## config.mk

```make
export PLATFORM = sky130hd
export DESIGN_NAME = latex_prose_mask_scanner_flat
export DESIGN_NICKNAME = d
export VERILOG_FILES = /design/src/lpms_pkg.sv /design/src/lpms_if.sv /design/src/lpms_in_reg.sv /design/src/lpms_step.sv /design/src/lpms_out_reg.sv /design/src/latex_prose_mask_scanner.sv /design/src/flat_wrapper.sv
export SDC_FILE = /design/constraint.sdc
export NUM_CORES = 1
export LEC_CHECK = 0
export BUFFER_PORTS_ARGS = -buffer_cell sky130_fd_sc_hd__buf_2
export CAP_MARGIN = 30
export CORE_ASPECT_RATIO = 1.1
export CORE_UTILIZATION = 63
export DETAILED_ROUTE_END_ITERATION = 10
export GPL_ROUTABILITY_DRIVEN = 0
export GPL_TIMING_DRIVEN = 0
export PLACE_DENSITY = 0.85
export SETUP_SLACK_MARGIN = 0.15
export SLEW_MARGIN = 20
export SYNTH_ARGS = -nofsm -noshare
export SYNTH_HDL_FRONTEND = slang
export SYNTH_SLANG_ARGS = --single-unit
```

## constraint.sdc

```tcl
create_clock -name clk_i -period 5.74 [get_ports clk_i]
set_clock_uncertainty 0.1 [all_clocks]
set_input_delay 0.574 -clock clk_i [delete_from_list [all_inputs] [get_ports clk_i]]
set_output_delay 0.574 -clock clk_i [all_outputs]
set_load 0.02 [all_outputs]
```

## src/lpms_pkg.sv

```systemverilog
// types and character constants for the prose mask scanner
// no dependencies
package lpms_pkg;

  localparam logic [7:0] CH_PERCENT = 8'h25;
  localparam logic [7:0] CH_DOLLAR  = 8'h24;
  localparam logic [7:0] CH_BSLASH  = 8'h5C;
  localparam logic [7:0] CH_AT      = 8'h40;
  localparam logic [7:0] CH_STAR    = 8'h2A;
  localparam logic [7:0] CH_LF      = 8'h0A;
  localparam logic [7:0] CH_CR      = 8'h0D;
  localparam logic [7:0] CH_SPACE   = 8'h20;
  localparam logic [7:0] CH_TAB     = 8'h09;
  localparam logic [7:0] ASCII_TOP  = 8'h80;

  typedef enum logic [7:0] {
    MODE_GAP   = 8'b0000_0001,
    MODE_CMD   = 8'b0000_0010,
    MODE_WORD  = 8'b0000_0100,
    MODE_SKIP  = 8'b0000_1000,
    MODE_OPEN  = 8'b0001_0000,
    MODE_INL   = 8'b0010_0000,
    MODE_DISP  = 8'b0100_0000,
    MODE_CLOSE = 8'b1000_0000
  } scan_mode_e;

  typedef enum logic [3:0] {
    CPH_NONE    = 4'b0001,
    CPH_PERCENT = 4'b0010,
    CPH_BLANK   = 4'b0100,
    CPH_BODY    = 4'b1000
  } comment_phase_e;

  typedef struct packed {
    logic           parity;
    scan_mode_e     mode;
    logic [1:0]     utf8_left;
    comment_phase_e cphase;
  } state_t;

  localparam state_t STATE_RST = '{
    parity:    1'b0,
    mode:      MODE_GAP,
    utf8_left: 2'd0,
    cphase:    CPH_NONE
  };

  typedef struct packed {
    logic [7:0] text_byte;
    logic       doc_start;
  } in_item_t;

  typedef struct packed {
    logic [7:0] mask_byte;
    logic       is_content;
    logic       is_comment;
  } result_t;

endpackage

```

## src/lpms_if.sv

```systemverilog
// valid/ready channel interfaces for the prose mask scanner
// no dependencies
interface lpms_in_if;
  logic       valid;
  logic       ready;
  logic [7:0] text_byte;
  logic       doc_start;

  modport source (output valid, text_byte, doc_start, input ready);
  modport sink   (input valid, text_byte, doc_start, output ready);
endinterface

interface lpms_out_if;
  logic       valid;
  logic       ready;
  logic [7:0] mask_byte;
  logic       is_content;
  logic       is_comment;

  modport source (output valid, mask_byte, is_content, is_comment, input ready);
  modport sink   (input valid, mask_byte, is_content, is_comment, output ready);
endinterface

```

## src/lpms_in_reg.sv

```systemverilog
// input register stage: captures one byte transaction
// depends on lpms_pkg and lpms_in_if
module lpms_in_reg (
  input  logic              clk_i,
  input  logic              rst_ni,
  lpms_in_if.sink           txt_i,
  input  logic              adv_i,
  output logic              valid_o,
  output lpms_pkg::in_item_t item_o
);

  logic               valid_q, valid_d;
  lpms_pkg::in_item_t item_q;

  assign txt_i.ready = !valid_q || adv_i;

  always_comb begin
    valid_d = valid_q;
    if (txt_i.ready) begin
      valid_d = txt_i.valid;
    end
  end

  always_ff @(posedge clk_i or negedge rst_ni) begin
    if (!rst_ni) begin
      valid_q <= 1'b0;
    end else begin
      valid_q <= valid_d;
    end
  end

  always_ff @(posedge clk_i) begin
    if (txt_i.valid && txt_i.ready) begin
      item_q <= '{text_byte: txt_i.text_byte, doc_start: txt_i.doc_start};
    end
  end

  assign valid_o = valid_q;
  assign item_o  = item_q;

endmodule

```

## src/lpms_step.sv

```systemverilog
// per-byte scanner step: next state and mask result from current state
// depends on lpms_pkg
module lpms_step (
  input  lpms_pkg::state_t   st_i,
  input  lpms_pkg::in_item_t item_i,
  output lpms_pkg::state_t   st_o,
  output lpms_pkg::result_t  res_o
);

  function automatic logic is_break(input logic [7:0] b);
    logic r;
    r = 1'b0;
    if (b < lpms_pkg::ASCII_TOP) begin
      r = b inside {8'h20, [8'h09:8'h0D], [8'h21:8'h2F], [8'h3A:8'h40],
                    [8'h5B:8'h60], [8'h7B:8'h7E]};
    end
    return r;
  endfunction

  function automatic logic is_letter(input logic [7:0] b);
    return (b inside {[8'h61:8'h7A], [8'h41:8'h5A]}) || (b == lpms_pkg::CH_AT);
  endfunction

  function automatic logic [1:0] extra_bytes(input logic [7:0] b);
    logic [1:0] r;
    r = 2'd0;
    if (b[7:5] == 3'b110) begin
      r = 2'd1;
    end else if (b[7:4] == 4'b1110) begin
      r = 2'd2;
    end else if (b[7:3] == 5'b11110) begin
      r = 2'd3;
    end
    return r;
  endfunction

  lpms_pkg::state_t       cur;
  lpms_pkg::scan_mode_e   mode;
  lpms_pkg::comment_phase_e cph;
  logic [7:0]             b;
  logic [7:0]             cb;
  logic [1:0]             left;
  logic                   esc, done, content, cm;
  logic                   is_dollar, is_percent;

  always_comb begin
    cur        = item_i.doc_start ? lpms_pkg::STATE_RST : st_i;
    b          = item_i.text_byte;
    esc        = cur.parity;
    mode       = cur.mode;
    left       = cur.utf8_left;
    cph        = cur.cphase;
    done       = 1'b0;
    content    = 1'b0;
    cm         = 1'b0;
    cb         = b;
    is_dollar  = (b == lpms_pkg::CH_DOLLAR);
    is_percent = (b == lpms_pkg::CH_PERCENT);

    // pending second dollar of a display open or close
    if (mode == lpms_pkg::MODE_OPEN) begin
      if (is_dollar) begin
        mode = lpms_pkg::MODE_DISP;
        done = 1'b1;
      end else begin
        mode = lpms_pkg::MODE_INL;
      end
    end else if (mode == lpms_pkg::MODE_CLOSE) begin
      if (is_dollar) begin
        mode = lpms_pkg::MODE_GAP;
        done = 1'b1;
      end else begin
        mode = lpms_pkg::MODE_DISP;
      end
    end

    if (!done && mode == lpms_pkg::MODE_INL) begin
      if (is_dollar && !esc) mode = lpms_pkg::MODE_GAP;
      done = 1'b1;
    end
    if (!done && mode == lpms_pkg::MODE_DISP) begin
      if (is_dollar && !esc) mode = lpms_pkg::MODE_CLOSE;
      done = 1'b1;
    end
    if (!done && mode == lpms_pkg::MODE_SKIP) begin
      if (b == lpms_pkg::CH_LF) mode = lpms_pkg::MODE_GAP;
      done = 1'b1;
    end
    if (!done && mode == lpms_pkg::MODE_CMD) begin
      if (is_letter(b)) begin
        done = 1'b1;
      end else if (b == lpms_pkg::CH_STAR) begin
        mode = lpms_pkg::MODE_GAP;
        done = 1'b1;
      end else begin
        mode = lpms_pkg::MODE_GAP;
      end
    end
    if (!done && mode == lpms_pkg::MODE_WORD) begin
      if (left != 2'd0) begin
        // claimed continuation byte joins the word unconditionally
        left    = left - 2'd1;
        content = 1'b1;
        done    = 1'b1;
      end else if (!is_break(b)) begin
        left    = extra_bytes(b);
        content = 1'b1;
        done    = 1'b1;
      end else begin
        mode = lpms_pkg::MODE_GAP;
      end
    end
    if (!done) begin
      if (is_percent && !esc) begin
        mode = lpms_pkg::MODE_SKIP;
      end else if (is_dollar && !esc) begin
        mode = lpms_pkg::MODE_OPEN;
      end else if (b == lpms_pkg::CH_BSLASH) begin
        mode = lpms_pkg::MODE_CMD;
      end else if (!is_break(b)) begin
        mode    = lpms_pkg::MODE_WORD;
        left    = extra_bytes(b);
        content = 1'b1;
      end
    end

    // line comment tracking runs independently of the prose scan
    if (b == lpms_pkg::CH_LF) begin
      cph = lpms_pkg::CPH_NONE;
    end else if (cph == lpms_pkg::CPH_NONE) begin
      if (is_percent && !esc) begin
        cph = lpms_pkg::CPH_PERCENT;
        cm  = 1'b1;
        cb  = lpms_pkg::CH_SPACE;
      end
    end else begin
      cm = 1'b1;
      if (cph == lpms_pkg::CPH_PERCENT && is_percent) begin
        cb = lpms_pkg::CH_SPACE;
      end else if (cph != lpms_pkg::CPH_BODY &&
                   (b == lpms_pkg::CH_SPACE || b == lpms_pkg::CH_TAB)) begin
        cph = lpms_pkg::CPH_BLANK;
        cb  = lpms_pkg::CH_SPACE;
      end else begin
        cph = lpms_pkg::CPH_BODY;
      end
    end

    st_o.parity    = (b == lpms_pkg::CH_BSLASH) ? !cur.parity : 1'b0;
    st_o.mode      = mode;
    st_o.utf8_left = left;
    st_o.cphase    = cph;

    if (cm) begin
      res_o.mask_byte = cb;
    end else if (content) begin
      res_o.mask_byte = b;
    end else if (b == lpms_pkg::CH_LF || b == lpms_pkg::CH_CR) begin
      res_o.mask_byte = b;
    end else begin
      res_o.mask_byte = lpms_pkg::CH_SPACE;
    end
    res_o.is_content = content;
    res_o.is_comment = cm;
  end

endmodule

```

## src/lpms_out_reg.sv

```systemverilog
// result register stage: holds one mask transaction until taken
// depends on lpms_pkg and lpms_out_if
module lpms_out_reg (
  input  logic              clk_i,
  input  logic              rst_ni,
  input  logic              adv_i,
  input  lpms_pkg::result_t res_i,
  output logic              free_o,
  lpms_out_if.source        mask_o
);

  logic              valid_q, valid_d;
  lpms_pkg::result_t res_q;

  assign free_o = !valid_q || mask_o.ready;

  always_comb begin
    valid_d = valid_q;
    if (adv_i) begin
      valid_d = 1'b1;
    end else if (mask_o.ready) begin
      valid_d = 1'b0;
    end
  end

  always_ff @(posedge clk_i or negedge rst_ni) begin
    if (!rst_ni) begin
      valid_q <= 1'b0;
    end else begin
      valid_q <= valid_d;
    end
  end

  always_ff @(posedge clk_i) begin
    if (adv_i) begin
      res_q <= res_i;
    end
  end

  assign mask_o.valid      = valid_q;
  assign mask_o.mask_byte  = res_q.mask_byte;
  assign mask_o.is_content = res_q.is_content;
  assign mask_o.is_comment = res_q.is_comment;

endmodule

```

## src/latex_prose_mask_scanner.sv

```systemverilog
// channel   | dir | payload                              | handshake
// txt_i     | in  | text_byte[7:0], doc_start            | valid/ready
// mask_o    | out | mask_byte[7:0], is_content, is_comment | valid/ready
//
// one byte per cycle sustained while mask_o is ready; a byte reaches mask_o
// through the input register and then the result register
// the scanner state register updates as a byte moves into the result register
// rst_ni clears valids and scanner state at once; doc_start clears the state
// per document; a stall at mask_o backs up through both registers to txt_i
module latex_prose_mask_scanner (
  input  logic       clk_i,
  input  logic       rst_ni,
  lpms_in_if.sink    txt_i,
  lpms_out_if.source mask_o
);

  logic               in_valid;
  lpms_pkg::in_item_t in_item;
  logic               out_free;
  logic               adv;
  lpms_pkg::state_t   state_q, state_d;
  lpms_pkg::result_t  res;

  assign adv = in_valid && out_free;

  lpms_in_reg u_in_reg (
    .clk_i   (clk_i),
    .rst_ni  (rst_ni),
    .txt_i   (txt_i),
    .adv_i   (adv),
    .valid_o (in_valid),
    .item_o  (in_item)
  );

  lpms_step u_step (
    .st_i   (state_q),
    .item_i (in_item),
    .st_o   (state_d),
    .res_o  (res)
  );

  always_ff @(posedge clk_i or negedge rst_ni) begin
    if (!rst_ni) begin
      state_q <= lpms_pkg::STATE_RST;
    end else if (adv) begin
      state_q <= state_d;
    end
  end

  lpms_out_reg u_out_reg (
    .clk_i  (clk_i),
    .rst_ni (rst_ni),
    .adv_i  (adv),
    .res_i  (res),
    .free_o (out_free),
    .mask_o (mask_o)
  );

endmodule

```

## src/flat_wrapper.sv

```systemverilog
// flat-port wrapper written by rule: the top's interface ports become plain ports
module latex_prose_mask_scanner_flat 
  (clk_i, rst_ni, txt_i_valid, txt_i_text_byte, txt_i_doc_start, txt_i_ready, mask_o_valid, mask_o_mask_byte, mask_o_is_content, mask_o_is_comment, mask_o_ready);
  lpms_in_if txt_i_i ();
  lpms_out_if mask_o_i ();
  input  logic clk_i;
  input  logic rst_ni;
  input wire logic [$bits(txt_i_i.valid)-1:0] txt_i_valid;
  input wire logic [$bits(txt_i_i.text_byte)-1:0] txt_i_text_byte;
  input wire logic [$bits(txt_i_i.doc_start)-1:0] txt_i_doc_start;
  output wire logic [$bits(txt_i_i.ready)-1:0] txt_i_ready;
  output wire logic [$bits(mask_o_i.valid)-1:0] mask_o_valid;
  output wire logic [$bits(mask_o_i.mask_byte)-1:0] mask_o_mask_byte;
  output wire logic [$bits(mask_o_i.is_content)-1:0] mask_o_is_content;
  output wire logic [$bits(mask_o_i.is_comment)-1:0] mask_o_is_comment;
  input wire logic [$bits(mask_o_i.ready)-1:0] mask_o_ready;
  assign txt_i_i.valid = txt_i_valid;
  assign txt_i_i.text_byte = txt_i_text_byte;
  assign txt_i_i.doc_start = txt_i_doc_start;
  assign txt_i_ready = txt_i_i.ready;
  assign mask_o_valid = mask_o_i.valid;
  assign mask_o_mask_byte = mask_o_i.mask_byte;
  assign mask_o_is_content = mask_o_i.is_content;
  assign mask_o_is_comment = mask_o_i.is_comment;
  assign mask_o_i.ready = mask_o_ready;
  latex_prose_mask_scanner u_core (.clk_i(clk_i), .rst_ni(rst_ni), .txt_i(txt_i_i), .mask_o(mask_o_i));
endmodule
```

==> parameters.txt <==
Parameter                              Value

Outcome
  Run status    complete, no violations

Synthesis
  Cell types occupying the most area after synthesis    edfxtp_1, dfrtp_1, nor2_1, nand2_1, dfstp_2
  Share of the synthesized area in the top cell type    around 25%
  Register area share after synthesis    43.1%
  Number of enable flip-flop cells after synthesis    19
  Most instantiated library cell after synthesis    nor2_1
  Synthesized area per cell    just under 10 um2
  Library cells used by synthesis    72
  Dominant cell type by area after synthesis    edfxtp_1
  Number of standard cells after synthesis    ~240
  Most instantiated cells after synthesis    nor2_1, nand2_1, edfxtp_1
  Main synth FF type    edfxtp_1
  Synth Register Bits    36
  Async S/R FF share, synth    47.2%
  Netlist area before placement    roughly 0.0023 mm2
  Syn nets    250
  Yosys warning total    0

Routing
  First-pass iteration count of the detailed router    5
  Total number of vias    slightly above 2000
  Post-route ant nets    0
  Count of routing violations after the opening detailed-route iteration    roughly 160
  Routed via count divided by cell count    6.42
  DRT Wirelength    5290 um
  Average wire per cell in the routed design    between 15 and 20 um
  DRC errors left    0

Floorplanning
  Number of placement rows    22
  Width of the die    roughly 60 um
  Effective utilization at floorplan    67.9%
  Die Ht    65.6 um
  Die ar.    0.00392 mm2
  Core area    between 0.003 and 0.004 mm2
  Number of primary I/O pins    25

Clocking
  Clock Root Buffer    clkbuf_4
  Post-CTS setup buffer count    0
  Hold buffer count at cts    0
  Clock Latency Late Sink    0.35 ns
  Clock tree from TritonCTS    done
  Clk sinks    36
  Number of resized instances in the post-cts repair step    0
  Clock transition at the registers of the reported paths    around 0.12 ns
  Clock tree buffer depth    2
  Total CTS buffers    5
  H-tree levels    2

Pwr
  Net switching power    between 200 and 250 uW
  Maximum ir drop on the vdd rail    0.145 mV
  Internal power    427 uW
  Switching power as a share of total power    between 30% and 40%
  Proportion of power drawn by combinational gates    approximately 29%
  Portion of total power attributed to the clock network    a little over a fifth
  LEAKAGE    approximately 1 nW
  Part of the power in registers    about 50%
  Pwr Density    256 mW/mm2

Placement
  Port Buf Inserts    24
  HPWL after detailed placement    around 3800 um
  Placed Area    about 0.0025 mm2
  Post-Place Worst Slack    between 2 and 3 ns

Finish
  Layout area overhead    10.7%
  Cell area after layout    between 0.002 and 0.003 mm2
  Fill cell instance count of the final layout    between 200 and 300
  Ratio of cells with drive above 1 in the final layout    between 20% and 30%
  Net count reported at finish    about 280
  Number of antenna diodes    0
  Core utilization of the finished layout    75.1%

Timing
  Rel. slew slack    approximately 55%
  Min Clock Period, post-route    a little over 3 ns
  Unrepaired setup endpoints after global routing    no
  Fraction of the cycle the final worst path needs    a little over half
  Post-Route Hold Slack    0.0263 ns
  Actual slew at the worst max-slew pin    approximately 0.67 ns
  Count of pins over their slew limit    0
  Minimum setup slack in the final design    2.72 ns
  Setup tns final    0 ns
  Achievable clock frequency    about 330 MHz
  Final-report setup violation count    0
  Final Hold Viols    0

Run
  Count of max-cap constraint violations    0

Global routing
  Maximum number of pins on one net before global-route repair    20
  Antenna violations before repair    0
  GRT Overall Usage    a little under a third
  Via count of the first global-routing pass    approximately 1900
  First-pass GRT wire length    roughly 8600 um
  Remaining global-route overflow    0

Setup path
  Critical Path Sink Type    register
  Worst reg-to-reg setup slack    between 2 and 3 ns
  Crit-path max FO    10
  Critical path buffers and inverters    1
  Critical path class    reg -> reg
  Critical path launch point type    register
  Cells traversed along the worst timing path    buf_2, nor4_4, nand2_1, a41oi_2, o311ai_1, a311oi_4, a21oi_2, o211ai_4, nand3b_1
  Capturing point of the worst reg2reg path    u_core.u_out_reg.mask_o.mask_byte[5]$_DFFE_PP_
  Data required time at the worst endpoint    about 5.8 ns
  First element of the critical path    u_core.u_in_reg.item_o[2]$_DFFE_PP_
  Category of cells accounting for the largest share of critical-path delay    compound AO/OA/AOI/OAI gates
  Slowest cell on the critical path    a311oi_4
  Worst r2r path cells    9
  Data arrival, critical path    approximately 3.0 ns
  Slowest stage delay, CP    approximately 0.43 ns
  Critical R2R Launch    u_core.u_in_reg.item_o[2]$_DFFE_PP_

Worst hold path
  Min-Delay Path Class    in -> async
## worst reg2reg max path, stage by stage, from the launching register on
cell and delay, ns:
edfxtp_1 0.42, buf_2 0.21, nor4_4 0.31, nand2_1 0.25, a41oi_2 0.34, o311ai_1 0.20
a311oi_4 0.43, a21oi_2 0.15, o211ai_4 0.27, nand3b_1 0.10
## worst max-delay path by stage
stage / endpoint / slack (ns) / cells after the start
after floorplan: u_core.u_out_reg.mask_o.mask_byte[5]$_DFFE_PP_ / 3.01 / 9
after global placement: u_core.u_out_reg.mask_o.mask_byte[5]$_DFFE_PP_ / 2.79 / 9
after detailed placement: u_core.u_out_reg.mask_o.mask_byte[5]$_DFFE_PP_ / 2.76 / 9
after CTS: u_core.u_out_reg.mask_o.mask_byte[5]$_DFFE_PP_ / 2.75 / 9
after global routing: u_core.u_out_reg.mask_o.mask_byte[5]$_DFFE_PP_ / 2.52 / 9
final: u_core.u_out_reg.mask_o.mask_byte[5]$_DFFE_PP_ / 2.72 / 9
## power groups by stage
stage                     Clock [mW]  Sequential (mW)  Combinational [mW]
after global placement             0            0.332               0.181
final                          0.138            0.329               0.189
after global routing           0.150            0.332               0.208
after floorplan                    0            0.340               0.130
after detailed placement           0            0.333               0.186
after CTS                      0.139            0.328               0.186
## metrics by stage
step                total power, mW  std cells
finish                        0.656        318
floorplan                     0.470        237
CTS                           0.653        317
global route                  0.690        318
global placement              0.513        309
detailed placement            0.519        309
## registers in the layout, indices dropped and copies added (netlist names)
register                            count
u_core.state_q                         15
u_core.u_in_reg.item_o                  9
u_core.u_out_reg.mask_o.mask_byte       8
u_core.u_in_reg.valid_o                 1
u_core.u_out_reg.mask_o.is_comment      1
u_core.u_out_reg.mask_o.is_content      1
u_core.u_out_reg.mask_o.valid           1
## layout make-up
class / instances / area (um2) / area share [%]
timing repair buffer: 25 / 131 / 5.12
multi-input combinational: 178 / 1210 / 47.3
clock inverter: 3 / 18.8 / 0.732
inverter: 11 / 41.3 / 1.61
sequential: 36 / 998 / 38.9
buffer: 12 / 63.8 / 2.49
clock buffer: 5 / 37.5 / 1.46
tap: 48 / 60.1 / 2.34
## logic make-up (layout without fill, tap and decap cells)
| family | count (synthesis) | in the layout | share of synthesized area (%) |
|---|---|---|---|
| muxes | 1 | 1 | 0.432 |
| DFF | 36 | 36 | 43.1 |
| and+or+nand+nor | 113 | 113 | 29.5 |
| AOI/OAI and AO/OA | 63 | 63 | 22.0 |
| buffers and inverters | 23 | 56 | 4.54 |
| xor gates and xnor gates | 1 | 1 | 0.378 |
## placed cells by master (no fill, tap or decap), types with 6 or more instances in the layout
cell type,n
buf_2,27
nor2_1,21
nand2_1,20
edfxtp_1,19
dfrtp_1,15
inv_1,11
a21oi_1,10
o21ai_0,9
and2_1,7
nor3_1,7
clkbuf_1,6
or3_1,6
nand3_1,6
## per-layer routing
metal	up-vias	share of wire, %	GRT usage [%]	wire length, um
met1	967	40	36.0	2140
li1	963	-	-	-
met4	0	1.6	14.2	83
met2	101	51	50.0	2700
met5	-	0	0	0
met3	9	7.1	7.68	374
Power figures use the tool's default switching activity.
